==> config.mk <==
export PLATFORM = sky130hd
export DESIGN_NAME = zmp_div
export DESIGN_NICKNAME = d
export VERILOG_FILES = /design/src/zmp_pkg.sv /design/src/zmp_div.sv
export SDC_FILE = /design/constraint.sdc
export NUM_CORES = 1
export LEC_CHECK = 0
export ABC_AREA = 1
export ABC_CLOCK_PERIOD_IN_PS = 9800
export BUFFER_PORTS_ARGS = -buffer_cell sky130_fd_sc_hd__buf_2
export CAP_MARGIN = 25
export CORE_MARGIN = 1
export CORE_UTILIZATION = 43
export CTS_BUF_LIST = sky130_fd_sc_hd__clkbuf_8
export DETAILED_ROUTE_END_ITERATION = 8
export GPL_TIMING_DRIVEN = 0
export PLACE_DENSITY_LB_ADDON = 0.15
export SETUP_SLACK_MARGIN = 0.2
export SKIP_CTS_REPAIR_TIMING = 1
export SYNTH_ARGS = -nofsm -noshare
export SYNTH_HDL_FRONTEND = slang
export SYNTH_SLANG_ARGS = --single-unit
==> constraint.sdc <==
create_clock -name clk_i -period 9.8 [get_ports clk_i]
set_input_delay 0.98 -clock clk_i [delete_from_list [all_inputs] [get_ports clk_i]]
set_output_delay 0.98 -clock clk_i [all_outputs]
set_load 0.01 [all_outputs]
==> src/zmp_pkg.sv <==
// shared types and constants for the zero moment point estimator
package zmp_pkg;

  // configuration register indexes
  localparam logic [0:0] CfgClampHalfWidth = 1'b0;
  localparam logic [0:0] CfgSmoothingGain  = 1'b1;

  localparam logic [30:0] ClampResetValue = 31'd2294;
  localparam logic [16:0] GainResetValue  = 17'd16384;

  localparam logic signed [31:0] SMax = 32'sh7FFF_FFFF;
  localparam logic signed [31:0] SMin = 32'sh8000_0000;

  // saturate a wide signed value to 32 bits
  function automatic logic signed [31:0] sat32(input logic signed [65:0] v);
    logic signed [31:0] r;
    if (v > 66'sd2147483647) begin
      r = SMax;
    end else if (v < -66'sd2147483648) begin
      r = SMin;
    end else begin
      r = v[31:0];
    end
    return r;
  endfunction

endpackage

==> src/zmp_div.sv <==
// shared sign-magnitude restoring divider, one quotient bit per cycle, saturating
module zmp_div (
  input  logic        clk_i,
  input  logic        rst_ni,
  input  logic        start_i,
  input  logic        nneg_i,
  input  logic [63:0] nmag_i,
  input  logic        dneg_i,
  input  logic [32:0] dmag_i,
  output logic        done_o,
  output logic signed [31:0] quo_o
);

  logic [63:0] num_q, num_d;
  logic [32:0] rem_q, rem_d;
  logic [32:0] den_q;
  logic        neg_q, nneg_q;
  logic [6:0]  cnt_q;
  logic        busy_q, zden_q;
  logic [33:0] trial;
  logic [31:0] qsat;

  // one restoring step
  always_comb begin
    trial = {rem_q, num_q[63]} - {1'b0, den_q};
    num_d = {num_q[62:0], ~trial[33]};
    rem_d = trial[33] ? {rem_q[31:0], num_q[63]} : trial[32:0];
  end

  always_ff @(posedge clk_i or negedge rst_ni) begin
    if (!rst_ni) begin
      busy_q <= 1'b0;
      done_o <= 1'b0;
      cnt_q  <= '0;
    end else begin
      done_o <= 1'b0;
      if (start_i) begin
        busy_q <= 1'b1;
        cnt_q  <= 7'd64;
        num_q  <= nmag_i;
        rem_q  <= '0;
        den_q  <= dmag_i;
        zden_q <= (dmag_i == '0);
        nneg_q <= nneg_i;
        neg_q  <= nneg_i ^ dneg_i;
      end else if (busy_q) begin
        if (zden_q || cnt_q == 7'd0) begin
          busy_q <= 1'b0;
          done_o <= 1'b1;
        end else begin
          num_q <= num_d;
          rem_q <= rem_d;
          cnt_q <= cnt_q - 7'd1;
        end
      end
    end
  end

  // saturate the quotient by sign
  always_comb begin
    qsat = '0;
    if (zden_q) begin
      if (num_q == '0) qsat = '0;
      else qsat = nneg_q ? zmp_pkg::SMin : zmp_pkg::SMax;
    end else if (neg_q) begin
      if (num_q >= 64'h8000_0000) qsat = zmp_pkg::SMin;
      else qsat = 32'(-num_q[31:0]);
    end else begin
      if (num_q > 64'h7FFF_FFFF) qsat = zmp_pkg::SMax;
      else qsat = num_q[31:0];
    end
  end
  assign quo_o = qsat;

endmodule

==> summary.md <==
| Metric | Value |
|---|---|
| Slew Limit Fails | 0 |
| Peak supply drop | 85.4 uV |
| Status | complete, no violations |
| Pleak | 6.27 nW |
| Fmax | 251 MHz |
| Share of layout cells above drive strength 1 | 0.140 |
| Routed WL | 32500 um |
| Post-route ant nets | 0 |
| Initial antenna violation count | 4 |
| Seq/Total Area, Yosys | 0.391 |
| GRT Resource Usage Total | 0.255 |
| Core area | 24500 um2 |
| Max_slew headroom | 0.454 |
| Post-route clock period utilization | 0.407 |
| Setup_tns | 0 ps |
| Area occupied by multi-input gates | 5300 um2 |
| TritonCTS clock tree | yes |
| Most used DFF post-synth | edfxtp_1 |
| Measured slew at the worst slew-check pin | 817 ps |
| Required time of the critical path | 8820 ps |
| Setup violations, final | 0 |
| Post-synthesis cell type count | 41 |
| Initial Util | 0.441 |
| DP Area | 11900 um2 |
| Asr flop ratio synth | 0.0634 |
| Congestion Overflow GR | 0 |
| Worst-path maximum fanout | 10 |
| Post-DP HPWL | 25500 um |
| RSZ-0062 raised after global routing | no |
| Latest clock arrival within the worst-skew pair | 490 ps |
| GPL Wtd Cong | 0.972 |
| Via count | 10400 |
| Final core utilization | 0.506 |
| P per Cell Area | 140 nW/um2 |
| Synth warn | 0 |
| Wire length of the first global-routing pass | 51000 um |
| Clock-pin slew on the worst setup and hold paths | 100 ps |
| # fillers | 2592 |
| Clock Skew | 27.5 ps |
| IO Pins | 135 |
| Fin area | 12400 um2 |
| Minimum clock period | 3990 ps |
| Number of buffers added on ports | 134 |
| Clock Sinks | 142 |
| DRT iter0 DRCs | 764 |
| Mapped cell area | 10800 um2 |
| Router iterations before antenna repair | 5 |
| Die area | 25700 um2 |
| Register area | 4220 um2 |
| Area Overhead vs Synth | 14.9% |
| #FFs+latches synth | 142 |
| HP Class | register to register |
| H-tree depth | 4 |
| Post-DR wirelength/cell | 15.9 um |
| CTS max path bufs | 2 |
| Startpoint type of the worst setup path | register |
| Root Buffer | clkbuf_8 |
| Post-Syn Instances | 1547 |
| DRC viols | 0 |
| CP Class | register to output pin |
| Die Ht | 160 um |
| R2R setup slack | 7100 ps |
| Fin. Hold Viols | 0 |
| Synthesized area per cell | 6.97 um2 |
| Nets@finish | 1842 |
| Worst setup EP type | output pin |
| Drt via density | 5.08 |
| Largest net degree at the start of global routing | 45 |
| Number of synthesized flops with an enable pin | 133 |
| Core Rows | 57 |
| Die X-Extent | 160 um |
| Num CTS Buffers | 17 |
| MaxCap Viol Count | 0 |
| Net Count, Synth | 1686 |
| Vias in the first global route | 9876 |
| Worst Path Arrival | 3010 ps |
report_power, final:
group | internal (W) | switching, W | total [W]
registers | 0.000712 | 0.0000255 | 0.000738
clock network | 0.000205 | 0.000322 | 0.000527
logic | 0.000159 | 0.000304 | 0.000463
cell usage in the layout (no fill, tap or decap), types with 3 or more instances in the layout:
cell type,instances
a21oi_1,39
buf_12,3
buf_2,145
buf_6,6
clkbuf_1,24
clkbuf_8,17
clkinv_8,7
dfrtp_1,9
edfxtp_1,133
ha_1,36
inv_1,267
inv_12,4
inv_2,5
inv_6,3
nand2_1,544
nand2_2,9
nand2_4,5
nand3_1,121
nand3_2,14
nand3b_1,5
nand4_1,23
nor2_1,96
nor2_2,5
nor2_4,4
nor3_1,23
nor3_2,5
nor4_1,15
o211ai_1,5
o21ai_0,92
o21ai_1,5
o21bai_1,4
xnor2_1,3
xor2_1,20
Yosys cell counts, types with 3 or more instances:
library cell	number	area, um2
o21bai_1	4	30.0
nor2_2	5	31.3
ha_1	36	450
o21ai_1	5	25.0
inv_1	268	1010
nand3_2	14	140
nor3_1	23	115
nand3b_1	5	37.5
xor2_1	20	175
edfxtp_1	133	3990
nand2_4	5	56.3
a21oi_1	39	195
clkbuf_1	24	90.1
o211ai_1	5	37.5
nand4_1	23	144
nor2_1	97	364
nand3_1	121	606
nor3_2	5	50.1
inv_2	4	15.0
o21ai_0	92	460
nor2_4	3	33.8
nand2_2	9	56.3
nor4_1	15	93.8
buf_6	6	67.6
nand2_1	544	2040
dfrtp_1	9	225
buf_2	11	55.1
xnor2_1	3	26.3
sequential cells by signal, indices dropped and copies added, names as in the netlist:
register,cells
zden_q,1
nneg_q,1
done_o,1
neg_q,1
den_q,33
rem_q,33
cnt_q,7
busy_q,1
num_q,64
worst max-delay path: stages, from the launching register on:
cell and delay [ps]:
edfxtp_1 420, inv_1 120, ha_1 210, nand3_1 160
nor2_2 240, nand2_1 160, inv_1 190, nand4_1 160
nand3b_1 230, buf_2 290, o21ai_0 180, buf_2 180
path summary, 6_finish.rpt:
check / start / end / depth (start not counted)
worst max-delay path: num_q[0] / quo_o[19] / 11
worst min-delay path: cnt_q[6] / cnt_q[6] / 1
worst max register to register: zden_q / num_q[22] / 7
worst min register to register: cnt_q[6] / cnt_q[6] / 1
max in group asynchronous: rst_ni / cnt_q[6] / 2
min in group asynchronous: rst_ni / busy_q / 2
layout make-up:
| type | count | area share |
|---|---|---|
| diodes | 1 | 0.000202 |
| plain buffers | 45 | 0.0203 |
| clock buffers | 17 | 0.0189 |
| clock inverters | 15 | 0.0173 |
| inverters | 272 | 0.0824 |
| multi-input cells | 1088 | 0.428 |
| flip-flops and latches | 142 | 0.341 |
| well taps | 324 | 0.0327 |
| repair buffers | 137 | 0.0596 |
per-stage QoR:
stage	std cells	worst slack, ps	hold slack (ps)	power [W]
after detailed placement	2007	6360	488	0.00121
after global routing	2040	5580	555	0.00182
after global placement	2005	2970	480	0.00120
final	2041	5810	504	0.00173
after CTS	2039	5840	502	0.00173
after floorplan	1547	5100	456	0.00106
metal layers:
metal  part of all wire  global-route usage  vias up
met5             0.0011                   0        -
met4              0.022              0.0771        6
met3              0.058              0.0434       58
met2               0.48               0.442      306
met1               0.44               0.325     4740
li1                   -                   -     5265
kinds of logic (layout without fill, tap and decap cells):
family	after synthesis	in the layout	synth area share
simple gates	873	873	0.352
other cells	0	1	0
fa+ha+maj	37	37	0.0436
buf+inv	317	486	0.118
xor+xnor	23	23	0.0187
flops	142	142	0.391
compound gates	155	155	0.0765
Note: power is estimated with default switching activity, not from simulation.
